$ cat config.mk
export PLATFORM = sky130hd
export DESIGN_NAME = seven_segment_blink_buffer
export DESIGN_NICKNAME = d
export VERILOG_FILES = /design/src/sv/ssbb_pkg.sv /design/src/sv/seven_segment_blink_buffer.sv /design/src/sv/ssbb_store.sv /design/src/sv/ssbb_seq.sv
export SDC_FILE = /design/constraint.sdc
export NUM_CORES = 1
export LEC_CHECK = 0
export BUFFER_PORTS_ARGS = -buffer_cell sky130_fd_sc_hd__buf_2
export CORE_UTILIZATION = 50
export DETAILED_ROUTE_END_ITERATION = 7
export PLACE_DENSITY = 0.75
export SLEW_MARGIN = 20
export SYNTH_ARGS = -nofsm -noshare
export SYNTH_HDL_FRONTEND = slang
export SYNTH_SLANG_ARGS = --single-unit
$ cat constraint.sdc
create_clock -name i_clk -period 15.4 [get_ports i_clk]
set_input_delay 0.77 -clock i_clk [delete_from_list [all_inputs] [get_ports i_clk]]
set_output_delay 0.77 -clock i_clk [all_outputs]
set_load 0.02 [all_outputs]
$ cat src/sv/ssbb_pkg.sv
// Shared types, constants and tables for the seven-segment blink buffer.
package ssbb_pkg;

    localparam int SEG_BYTES  = 9;
    localparam int DIGITS     = 4;
    localparam int GLYPHS     = 40;
    localparam int GLYPH_SEGS = 7;

    localparam int IDX_W   = (SEG_BYTES > 1) ? $clog2(SEG_BYTES) : 1;
    localparam int SEG_W   = 7;
    localparam int REG_W   = 4;
    localparam int STEP_W  = 3;
    localparam int PLANES  = 2;

    localparam logic [7:0] PERIOD_RESET = 8'd12;

    localparam logic [1:0] MODE_OFF = 2'd0;
    localparam logic [1:0] MODE_P1  = 2'd1;
    localparam logic [1:0] MODE_P2  = 2'd2;

    typedef enum logic [1:0] {
        FUNC_PRINT = 2'd0,
        FUNC_SET   = 2'd1,
        FUNC_FILL  = 2'd2,
        FUNC_TICK  = 2'd3
    } t_func;

    typedef enum logic [2:0] {
        S_IDLE,
        S_WRITE,
        S_FLAG,
        S_CMP,
        S_ONE,
        S_EMIT
    } t_state;

    // Command from the sequencer to the plane store.
    typedef struct packed {
        logic             wr_en;
        logic             fill_en;
        logic [IDX_W-1:0] addr;
        logic [2:0]       bit_sel;
        logic [1:0]       plane_bits;
    } t_st_cmd;

    // Bytes of both planes at the addressed register.
    typedef struct packed {
        logic [7:0] byte0;
        logic [7:0] byte1;
    } t_st_rd;

    localparam logic [7:0] GLYPH_ROM [GLYPHS] = '{
        8'h3F, 8'h06, 8'h5B, 8'h4F, 8'h66, 8'h6D, 8'h7D, 8'h07, 8'h7F, 8'h6F,
        8'h77, 8'h7C, 8'h39, 8'h5E, 8'h79, 8'h71, 8'h63, 8'h54, 8'h73, 8'h76,
        8'h30, 8'h08, 8'h40, 8'h01, 8'h48, 8'h41, 8'h09, 8'h49, 8'h50, 8'h54,
        8'h10, 8'h5C, 8'h00, 8'h33, 8'h27, 8'h38, 8'h58, 8'h3E, 8'h78, 8'h6E
    };

    // Segment number of element F for each digit field.
    localparam logic [SEG_W-1:0] FIELD_BASE [DIGITS] = '{
        7'd40, 7'd36, 7'd31, 7'd27
    };

    // Offset of segments A..G from element F.
    function automatic logic [SEG_W-1:0] seg_offset(input logic [STEP_W-1:0] step);
        logic [SEG_W-1:0] off;
        case (step)
            3'd0:    off = 7'd2;
            3'd1:    off = 7'd3;
            3'd2:    off = 7'd27;
            3'd3:    off = 7'd25;
            3'd4:    off = 7'd24;
            3'd5:    off = 7'd0;
            3'd6:    off = 7'd1;
            default: off = 7'd0;
        endcase
        return off;
    endfunction

endpackage

$ cat src/sv/seven_segment_blink_buffer.sv
// Top level of the seven-segment blink buffer: config register, sequencer and plane store.
//
// Usage:
//   Input channel (i_in_valid / o_in_ready) takes one command beat: print a glyph
//   into a digit field, set one segment, fill both planes, or a frame tick.
//   Output channel (o_out_valid / i_out_ready) returns result beats; o_last marks
//   the final beat of each command. A due tick returns nine beats, one per display
//   register, from the active plane; every other command returns one empty beat.
//   Config channel (i_cfg_valid / o_cfg_ready) writes the blink period; always ready.
// Sequencing:
//   A set writes one segment, a print seven, in S_WRITE; S_FLAG may then compare
//   the planes one byte per cycle through the shared compare. Fill and non-due ticks
//   go straight to their beat; a due tick emits one beat per cycle while i_out_ready
//   is high. One command is in flight at a time; o_in_ready is high only when idle.
// Reset clears both planes, the blink counter and flags, and sets the period to 12.
// A stalled receiver holds the current beat; the block waits and accepts nothing.
module seven_segment_blink_buffer
    import ssbb_pkg::*;
(
    input  logic             i_clk,
    input  logic             i_rst_n,
    input  logic             i_cfg_valid,
    output logic             o_cfg_ready,
    input  logic [7:0]       i_cfg_blink_period_frames,
    input  logic             i_in_valid,
    output logic             o_in_ready,
    input  logic [1:0]       i_func,
    input  logic [6:0]       i_value,
    input  logic [1:0]       i_digit_pos,
    input  logic [1:0]       i_mode,
    input  logic             i_force_update,
    output logic             o_out_valid,
    input  logic             i_out_ready,
    output logic             o_write_valid,
    output logic [REG_W-1:0] o_reg_index,
    output logic [7:0]       o_seg_byte,
    output logic             o_last,
    output logic             o_tick_enable
);

    logic [7:0] r_period;
    t_st_cmd    w_cmd;
    t_st_rd     w_rd;

    assign o_cfg_ready = 1'b1;

    always_ff @(posedge i_clk) begin
        if (!i_rst_n) begin
            r_period <= PERIOD_RESET;
        end else if (i_cfg_valid && o_cfg_ready) begin
            r_period <= i_cfg_blink_period_frames;
        end
    end

    ssbb_seq u_seq (
        .i_clk          (i_clk),
        .i_rst_n        (i_rst_n),
        .i_in_valid     (i_in_valid),
        .o_in_ready     (o_in_ready),
        .i_func         (i_func),
        .i_value        (i_value),
        .i_digit_pos    (i_digit_pos),
        .i_mode         (i_mode),
        .i_force_update (i_force_update),
        .o_out_valid    (o_out_valid),
        .i_out_ready    (i_out_ready),
        .o_write_valid  (o_write_valid),
        .o_reg_index    (o_reg_index),
        .o_seg_byte     (o_seg_byte),
        .o_last         (o_last),
        .o_tick_enable  (o_tick_enable),
        .i_period       (r_period),
        .o_cmd          (w_cmd),
        .i_rd           (w_rd)
    );

    ssbb_store u_store (
        .i_clk   (i_clk),
        .i_rst_n (i_rst_n),
        .i_cmd   (w_cmd),
        .o_rd    (w_rd)
    );

endmodule

$ cat src/sv/ssbb_store.sv
// Two bitplanes of segment bytes with a bit read-modify-write and fill port.
module ssbb_store
    import ssbb_pkg::*;
(
    input  logic    i_clk,
    input  logic    i_rst_n,
    input  t_st_cmd i_cmd,
    output t_st_rd  o_rd
);

    logic [7:0] r_plane [PLANES][SEG_BYTES];
    logic [7:0] w_mask;

    assign w_mask = 8'd1 << i_cmd.bit_sel;

    assign o_rd.byte0 = r_plane[0][i_cmd.addr];
    assign o_rd.byte1 = r_plane[1][i_cmd.addr];

    always_ff @(posedge i_clk) begin
        if (!i_rst_n) begin
            for (int p = 0; p < PLANES; p++) begin
                for (int i = 0; i < SEG_BYTES; i++) begin
                    r_plane[p][i] <= '0;
                end
            end
        end else if (i_cmd.fill_en) begin
            for (int p = 0; p < PLANES; p++) begin
                for (int i = 0; i < SEG_BYTES; i++) begin
                    r_plane[p][i] <= {8{i_cmd.plane_bits[p]}};
                end
            end
        end else if (i_cmd.wr_en) begin
            for (int p = 0; p < PLANES; p++) begin
                if (i_cmd.plane_bits[p]) begin
                    r_plane[p][i_cmd.addr] <= r_plane[p][i_cmd.addr] | w_mask;
                end else begin
                    r_plane[p][i_cmd.addr] <= r_plane[p][i_cmd.addr] & ~w_mask;
                end
            end
        end
    end

endmodule

$ cat src/sv/ssbb_seq.sv
// Command sequencer: segment writes, plane compare, blink timing and beat output.
module ssbb_seq
    import ssbb_pkg::*;
(
    input  logic             i_clk,
    input  logic             i_rst_n,
    input  logic             i_in_valid,
    output logic             o_in_ready,
    input  logic [1:0]       i_func,
    input  logic [6:0]       i_value,
    input  logic [1:0]       i_digit_pos,
    input  logic [1:0]       i_mode,
    input  logic             i_force_update,
    output logic             o_out_valid,
    input  logic             i_out_ready,
    output logic             o_write_valid,
    output logic [REG_W-1:0] o_reg_index,
    output logic [7:0]       o_seg_byte,
    output logic             o_last,
    output logic             o_tick_enable,
    input  logic [7:0]       i_period,
    output t_st_cmd          o_cmd,
    input  t_st_rd           i_rd
);

    localparam logic [IDX_W-1:0]  LAST_IDX  = IDX_W'(SEG_BYTES - 1);
    localparam logic [STEP_W-1:0] LAST_STEP = STEP_W'(GLYPH_SEGS - 1);

    t_state              r_state, n_state;
    t_func               r_func, n_func;
    logic [6:0]          r_value, n_value;
    logic [1:0]          r_pos, n_pos;
    logic [1:0]          r_mode, n_mode;
    logic [7:0]          r_glyph, n_glyph;
    logic [STEP_W-1:0]   r_step, n_step;
    logic [IDX_W-1:0]    r_cnt, n_cnt;
    logic [7:0]          r_blink, n_blink;
    logic                r_active, n_active;
    logic                r_pending, n_pending;
    logic                r_differ, n_differ;

    logic                w_in_acc;
    logic                w_out_acc;
    logic [SEG_W-1:0]    w_seg;
    logic [1:0]          w_seg_mode;
    logic                w_seg_ok;
    logic                w_last_step;
    logic [7:0]          w_blink_inc;
    logic                w_toggle;
    logic                w_glyph_ok;

    assign w_in_acc  = i_in_valid && o_in_ready;
    assign w_out_acc = o_out_valid && i_out_ready;

    assign w_seg = (r_func == FUNC_PRINT) ? FIELD_BASE[r_pos] + seg_offset(r_step) : r_value;
    assign w_seg_mode = ((r_func == FUNC_SET) || r_glyph[r_step]) ? r_mode : MODE_OFF;
    assign w_seg_ok = (w_seg[SEG_W-1:3] < (SEG_W-3)'(SEG_BYTES));
    assign w_last_step = (r_func == FUNC_SET) || (r_step == LAST_STEP);

    assign w_blink_inc = r_blink + 8'd1;
    assign w_toggle    = w_blink_inc > i_period;
    assign w_glyph_ok  = (i_value < 7'(GLYPHS)) && (i_digit_pos < 2'(DIGITS - 1) + 2'd1
                         || DIGITS > 3);

    always_ff @(posedge i_clk) begin
        if (!i_rst_n) begin
            r_state   <= S_IDLE;
            r_blink   <= '0;
            r_active  <= 1'b0;
            r_pending <= 1'b0;
            r_differ  <= 1'b0;
            r_step    <= '0;
            r_cnt     <= '0;
        end else begin
            r_state   <= n_state;
            r_blink   <= n_blink;
            r_active  <= n_active;
            r_pending <= n_pending;
            r_differ  <= n_differ;
            r_step    <= n_step;
            r_cnt     <= n_cnt;
        end
    end

    always_ff @(posedge i_clk) begin
        r_func  <= n_func;
        r_value <= n_value;
        r_pos   <= n_pos;
        r_mode  <= n_mode;
        r_glyph <= n_glyph;
    end

    // Next state
    always_comb begin
        n_state   = r_state;
        n_func    = r_func;
        n_value   = r_value;
        n_pos     = r_pos;
        n_mode    = r_mode;
        n_glyph   = r_glyph;
        n_step    = r_step;
        n_cnt     = r_cnt;
        n_blink   = r_blink;
        n_active  = r_active;
        n_pending = r_pending;
        n_differ  = r_differ;
        unique case (r_state)
            S_IDLE: begin
                if (w_in_acc) begin
                    n_func  = t_func'(i_func);
                    n_value = i_value;
                    n_pos   = i_digit_pos;
                    n_mode  = i_mode;
                    n_glyph = (i_value < 7'(GLYPHS)) ? GLYPH_ROM[i_value[5:0]] : 8'd0;
                    n_step  = '0;
                    n_cnt   = '0;
                    unique case (t_func'(i_func))
                        FUNC_PRINT: n_state = w_glyph_ok ? S_WRITE : S_FLAG;
                        FUNC_SET:   n_state = S_WRITE;
                        FUNC_FILL: begin
                            n_differ  = 1'b0;
                            n_pending = 1'b1;
                            n_state   = S_ONE;
                        end
                        FUNC_TICK: begin
                            n_blink = w_toggle ? 8'd0 : w_blink_inc;
                            if (w_toggle) begin
                                n_active = ~r_active;
                            end
                            if (w_toggle || i_force_update || r_pending) begin
                                n_pending = 1'b0;
                                n_state   = S_EMIT;
                            end else begin
                                n_state = S_ONE;
                            end
                        end
                        default: n_state = S_ONE;
                    endcase
                end
            end
            S_WRITE: begin
                if (w_last_step) begin
                    n_state = S_FLAG;
                end else begin
                    n_step = r_step + 3'd1;
                end
            end
            S_FLAG: begin
                if (r_mode == MODE_P1 || r_mode == MODE_P2) begin
                    n_differ = 1'b1;
                    n_state  = S_ONE;
                end else if (r_mode == MODE_OFF && !r_differ) begin
                    n_state = S_ONE;
                end else begin
                    n_cnt   = '0;
                    n_state = S_CMP;
                end
            end
            S_CMP: begin
                if (i_rd.byte0 != i_rd.byte1) begin
                    n_differ = 1'b1;
                    n_state  = S_ONE;
                end else if (r_cnt == LAST_IDX) begin
                    n_differ = 1'b0;
                    n_state  = S_ONE;
                end else begin
                    n_cnt = r_cnt + IDX_W'(1);
                end
            end
            S_ONE: begin
                if (w_out_acc) begin
                    n_state = S_IDLE;
                end
            end
            S_EMIT: begin
                if (w_out_acc) begin
                    if (r_cnt == LAST_IDX) begin
                        n_state = S_IDLE;
                    end else begin
                        n_cnt = r_cnt + IDX_W'(1);
                    end
                end
            end
            default: n_state = S_IDLE;
        endcase
    end

    // Outputs
    always_comb begin
        o_in_ready    = (r_state == S_IDLE);
        o_out_valid   = (r_state == S_ONE) || (r_state == S_EMIT);
        o_write_valid = (r_state == S_EMIT);
        o_reg_index   = (r_state == S_EMIT) ? REG_W'(r_cnt) : '0;
        o_seg_byte    = '0;
        if (r_state == S_EMIT) begin
            o_seg_byte = r_active ? i_rd.byte1 : i_rd.byte0;
        end
        o_last        = (r_state == S_ONE) || (r_cnt == LAST_IDX);
        o_tick_enable = r_differ || r_pending;

        o_cmd.wr_en      = (r_state == S_WRITE) && w_seg_ok;
        o_cmd.fill_en    = w_in_acc && (t_func'(i_func) == FUNC_FILL);
        o_cmd.bit_sel    = w_seg[2:0];
        o_cmd.plane_bits = o_cmd.fill_en ? i_mode : w_seg_mode;
        o_cmd.addr       = r_cnt;
        if (r_state == S_WRITE) begin
            o_cmd.addr = w_seg_ok ? IDX_W'(w_seg[SEG_W-1:3]) : '0;
        end
    end

    a_no_overlap: assert property (@(posedge i_clk) disable iff (!i_rst_n)
        !(o_in_ready && o_out_valid))
        else $error("input and output sides active together");

    a_fill_flags: assert property (@(posedge i_clk) disable iff (!i_rst_n)
        (w_in_acc && t_func'(i_func) == FUNC_FILL) |=> (r_pending && !r_differ))
        else $error("fill did not set pending and clear differ");

    a_last_reg: assert property (@(posedge i_clk) disable iff (!i_rst_n)
        (o_out_valid && o_write_valid && o_last) |-> (o_reg_index == REG_W'(SEG_BYTES - 1)))
        else $error("last beat on wrong register");

    a_emit_clears: assert property (@(posedge i_clk) disable iff (!i_rst_n)
        (r_state == S_EMIT) |-> !r_pending)
        else $error("pending update left set while emitting");

endmodule
# == Word level (Yosys, flattened, before mapping) ==
# Memories as Yosys holds them, arrays and structs flattened. A register that Yosys moved wholly into a read port is not among the register bits.
# Cells that the tools add are included.
# classes
add_sub_neg,4
n_lt_le_gt_ge,7
n_eq_ne,31
shifts,1
muxes,384
bitwise_logic,315
n_reduce_logical,33
# op_table
operator,count
2-to-1 mux 1 bit,316
bitwise OR 1 bit,306
2-to-1 mux 72 bit,4
2-to-1 mux 8 bit,26
binary-select mux 8 bit (select 4 bit),2
2-to-1 mux 4 bit,9
2-to-1 mux 3 bit,11
demux 8 bit (select 4 bit),1
one-hot mux 5 bit (6 select lines),1
2-to-1 mux 7 bit,3
one-hot mux 3 bit (6 select lines),1
bitwise AND 8 bit,2
bitwise OR 8 bit,2
one-hot mux 4 bit (4 select lines),1
binary-select mux 7 bit (select 2 bit),1
"equality test 3 x 2 -> 1 bit, second input constant",4
"equality test 3 bit, second input constant",4
"inequality test 2 x 1 -> 1 bit, second input constant",6
"inequality test 2 bit, second input constant",6
one-hot mux 3 bit (4 select lines),1
AND reduction 6 bit,2
"adder 8 x 1 -> 8 bit, second input constant",1
greater-than comparator 8 bit,1
logical OR 1 bit,8
other kinds (37),56
# totals
ff_bits,42
mem_bits_rw,144
mem_bits_ro,512
in_bits,27
output_inout_bits,18
word_cells,789
n_memories,2
# mem_list
memory,depth,word_bits,rd,rd_clocked_by_memory_dff,wr,line_no,text
(name not given),64,8,1,1,0,ssbb_seq.sv:114,n_glyph = (i_value < 7'(GLYPHS)) ? GLYPH_ROM[i_value[5:0]] : 8'd0;
u_store.r_plane,2,72,2,0,2,ssbb_store.sv:11,logic [7:0] r_plane [PLANES][SEG_BYTES];

# == Longest topological paths before layout ==
# depth
depth_word,17
ltp_mapped,21

# == Hierarchy ==
# From an unflattened synthesis, not the netlist that was laid out.
# hier_totals
hier_cells,1115
area_unflattened_um2,11748.8
# modules_own_cells
module,instances,cells_each,area_per_inst_um2,seq_area_each_um2
ssbb_store,1,675,8012.7,4324.1
ssbb_seq,1,413,3428.3,1021.0
seven_segment_blink_buffer,1,27,307.8,160.2

# == Worst setup path before layout ==
# Ideal clock, no wire load.
# synth_timing
kind,register -> register
from,register u_seq.r_step[0]
to,register u_seq.r_cnt[2]
arrival_time_ns,4.896
required_ns,15.330
setup_slack_ns,10.434
path_stages_with_launch,20
path_buffers,2
path_cell_list,dfxtp_1 -> inv_1 -> ha_1 -> a211oi_1 -> or2_2 -> fa_1 -> or3b_4 -> a2111oi_4 -> o41a_1 -> buf_2 -> buf_1 -> nand2_1 -> nand3_1 -> a21oi_1 -> nor3_1 -> xor2_1 -> nor4_1 -> a21oi_2 -> or4_1 -> a21oi_1
# synth_between
elab_chain_cells,14
elab_cells_between_ends,22
cone_classes,1 x add/sub; 1 x order compare; 7 x eq/ne; 10 x mux; 1 x bitwise; 2 x reduce/logical
# synth_rtl
item,line_no,text
"start, declared",ssbb_seq.sv:35,"logic [STEP_W-1:0] r_step, n_step;"
"start signal, assigned",ssbb_seq.sv:80,r_step <= n_step;
"equality test 3 bit, or another cell as far along",ssbb_pkg.sv:67,case (step)
one-hot mux 5 bit (6 select lines) (*),ssbb_pkg.sv:67,
adder 7 x 5 -> 7 bit (*),ssbb_seq.sv:55,assign w_seg = (r_func == FUNC_PRINT) ? FIELD_BASE[r_pos] + seg_offset(r_step) : r_value;
2-to-1 mux 7 bit (*),ssbb_seq.sv:55,
less-than comparator 4 bit,ssbb_seq.sv:57,assign w_seg_ok = (w_seg[SEG_W-1:3] < (SEG_W-3)'(SEG_BYTES));
2-to-1 mux 4 bit (*),ssbb_seq.sv:207,o_cmd.addr = w_seg_ok ? IDX_W'(w_seg[SEG_W-1:3]) : '0;
2-to-1 mux 4 bit (*),ssbb_seq.sv:206,if (r_state == S_WRITE) begin
NOT 4 -> 5 bit (not written as such) (*),"ssbb_store.sv:16, ssbb_store.sv:17",
"binary-select mux 8 bit (select 4 bit), on equally long branches","ssbb_store.sv:16, ssbb_store.sv:17",
"2-to-1 mux 8 bit, on equally long branches (2 in a row)","ssbb_store.sv:16, ssbb_store.sv:17",
inequality test 8 bit (*),ssbb_seq.sv:160,if (i_rd.byte0 != i_rd.byte1) begin
inequality test 2 bit (no source line) (*),-,
AND reduction 6 bit (no source line) (*),-,
"end signal, assigned",ssbb_seq.sv:81,r_cnt <= n_cnt;
"end, declared",ssbb_seq.sv:36,"logic [IDX_W-1:0] r_cnt, n_cnt;"
# Every way passes the cells marked *; elsewhere a longest branch is shown, timed or not. The select of a mux whose other input is x is not followed.
# A chain may end at the register's enable or synchronous reset.

# == Final worst setup path ==
# Ends and elaborated chain as after synthesis.

==> results.ini <==
[yosys]
synth.most_common_cell = mux2i_1
synth_cells = 1156
ys_async_sr_fraction_pct = 0
seq_area_frac_synth_pct = 46.40
ys_top_cells_by_count = mux2i_1 (175), edfxtp_1 (164), nand2_1 (148)
synth_fp_nets = 1215
yosys.cell_types.count = 81
synth_area_leader_cell = edfxtp_1
netlist_top_cells_area = edfxtp_1 (42%), mux2i_1 (15%), dfxtp_1 (4.9%)
synth-edff-count = 164
synthesis.area_sq_um = 11860
synth_flop_cell = edfxtp_1
ys_ff_latch = 193
avgSynthCellArea_sq_um = 10.26
ys_warn_count = 0
synth_top_cell_area_share_pct = 41.51

[placement]
place_hpwl_microns = 22870
portBuffers = 43
finalWeightedCongestion = 0.9906

[hold_path]
hold_path.class = reg -> reg

[clock_network]
clkTransAtPathRegs_ns = 0.07
cts_max_level = 4
hold_buffers = 0
ctsLongestPathBuffers = 2
root_buffer = clkbuf_16
cts_resized = 0
cts_setup_buffers = 0
cts_tree = done
cts_buffers = 17
clk_latency_ns = 0.46
cts_sinks = 193

[grt]
grt_pass1_vias = 9003
grt_antenna_before_repair = 0
grt_usage_pct = 27.80
grt_first_pass_wirelength_microns = 51000
grt_overflow = 0
grt_max_degree = 47

[worst_setup_path]
crit_slowest_cell = nor4_1
critPathArrivalTime_ns = 6.86
crit_fanout = 20
critical_path.most_common_cell = a21oi_1
cp_num_buf_inv = 1
slowest_delay_ns = 0.90
crit_type = reg -> reg
cp.required_ns = 15.78
cp_top_family = simple AND/OR/NAND/NOR gates
startpoint_type = register
cp-end-kind = register
cp_cell_sequence = inv_1, ha_1, a211oi_1, or2_2, fa_1, nand4bb_1, a41oi_2, nand2_1, a2111o_1, nand4_1, a21oi_1, nor3_1, xor2_1, nor4_1, a21oi_2, or4_1, a21oi_1

[detailed_routing]
drt_iter0_drc = 1235
first_pass_iters = 6
viasPerCell = 6.385
ant_nets = 0
totalWireLength_microns = 33340
drc = 0
via_count = 9648
wire_per_inst_microns = 22.06

[timing]
setup_viol = 0
period_needed_ns = 6.481
holdWs_ns = 0.4949
fin_crit_sh_pct = 42.08
setup_tns_ns = 0
tightestPinTransition_ns = 1.218
fin_skew_ns = 0.01470
max_freq_mhz = 154.3
rsz0062_at_grt = no
drv_slew = 0
finalHoldViolCount = 0
maxSlewHeadroom_pct = 18.80

[job]
drv_cap = 0

[floorplanning]
io-pin-count = 45
num_rows = 56
die-area_sq_um = 24350
die_width_microns = 156.0
die_h_microns = 156.0
initial_core_util_pct = 50.70
core-area_sq_um = 23400

[pwr]
seqPwrFrac_pct = 37.3
pwr-share-comb_pct = 37.6
p_int_mw = 1.102
leakagePower_nw = 5.347
power.density_cell_area_nw_per_um2 = 144.0
switching_share_pct = 41.07
switching_power_uw = 768.0
pwr-share-clk_pct = 25.1
max-vdd-ir-drop_uv = 80.52

[final_layout]
drive_gt1_share_pct = 10.57
antennaDiodeCount = 0
nets = 1238
area_growth_pct = 9.471

[outcome]
status = finished, final reports clean

-- placed cells by master, fill, tap and decap left out, types with 11 or more instances in the layout --
cell type,Yosys,layout
nand2_1,148,148
inv_1,33,33
clkbuf_16,0,17
buf_2,9,43
a31oi_1,17,17
a211oi_1,11,11
edfxtp_1,164,164
nor3_1,23,23
ha_1,31,31
dfxtp_1,29,29
nand3_1,40,40
nor2_1,85,84
nand2b_1,17,17
o21ai_0,58,56
and2_1,12,12
buf_4,5,22
mux2i_1,175,175
a21oi_1,67,67
o31ai_1,12,12
-- metrics by stage --
| stage | utilization [%] | worst slack [ns] | std cells | instance area [sq um] | total power [mW] |
|---|---|---|---|---|---|
| after floorplan | - | 10.43 | 1156 | 11860 | 1.169 |
| after global placement | 52.90 | 9.483 | 1479 | 12380 | 1.367 |
| after detailed placement | 52.90 | 9.261 | 1479 | 12380 | 1.381 |
| after CTS | 55.50 | 9.205 | 1511 | 12990 | 1.842 |
| after global routing | 55.50 | 8.840 | 1511 | 12990 | 1.937 |
| final | 55.50 | 8.919 | 1511 | 12990 | 1.870 |
-- area by class of cell --
type                    count  area, sq um
clock buffers              18        429.2
clock inverters            14        178.9
repair buffers             65        380.4
fillers                  2033        10420
inverters                  33        123.9
well taps                 319        399.1
multi-input cells         869         5971
flip-flops and latches    193         5505
-- power by group through the flow --
stage	registers (mW)	clock network (mW)	logic [mW]
5_1_grt	0.707	0.488	0.742
2_1_floorplan	0.690	0	0.479
4_1_cts	0.697	0.468	0.677
6_report	0.698	0.469	0.702
3_5_place_dp	0.709	0	0.672
3_3_place_gp	0.707	0	0.660
-- sequential cells by signal, indices dropped and copies added (netlist names) --
signal           count
u_seq.r_mode         2
u_seq.r_pos          2
u_seq.r_step         3
u_store.r_plane    144
u_seq.r_differ       1
u_seq.r_pending      1
u_seq.r_value        7
u_seq.r_cnt          4
u_seq.r_func         2
u_seq.r_blink        8
u_seq.r_state        3
u_seq.r_active       1
u_seq.r_glyph        7
r_period             8
-- worst paths after layout --
path	startpoint	end	slack, ns	cells after the start
worst min register to register	r_period[5]	r_period[5]	0.49	2
worst min-delay path	r_period[5]	r_period[5]	0.49	2
worst max register to register	u_seq.r_step[0]	u_seq.r_cnt[2]	8.92	17
worst max-delay path	u_seq.r_step[0]	u_seq.r_cnt[2]	8.92	17
-- logic make-up after synthesis --
group           synth area share [%]
fa+ha+maj                      3.438
other cells                  0.03161
xor+xnor                       1.107
compound gates                 15.12
simple gates                   15.08
mux                            15.52
buf+inv                        3.290
flops                          46.40
-- layer usage --
| layer | up-vias | global-route usage, % | part of all wire (%) |
|---|---|---|---|
| met2 | 571 | 42.60 | 45 |
| met5 | - | 0 | 0 |
| met3 | 125 | 5.917 | 9.1 |
| met4 | 0 | 13.82 | 4.7 |
| met1 | 4594 | 37.27 | 41 |
| li1 | 4358 | - | - |
-- worst register-to-register path, stage by stage (launching register included) --
cell and delay, ns:
dfxtp_1 0.38, inv_1 0.18, ha_1 0.22, a211oi_1 0.08, or2_2 0.32, fa_1 0.50
nand4bb_1 0.27, a41oi_2 0.57, nand2_1 0.13, a2111o_1 0.44, nand4_1 0.70, a21oi_1 0.09
nor3_1 0.60, xor2_1 0.14, nor4_1 0.90, a21oi_2 0.22, or4_1 0.51, a21oi_1 0.15
(Power assumes the default switching activity.)
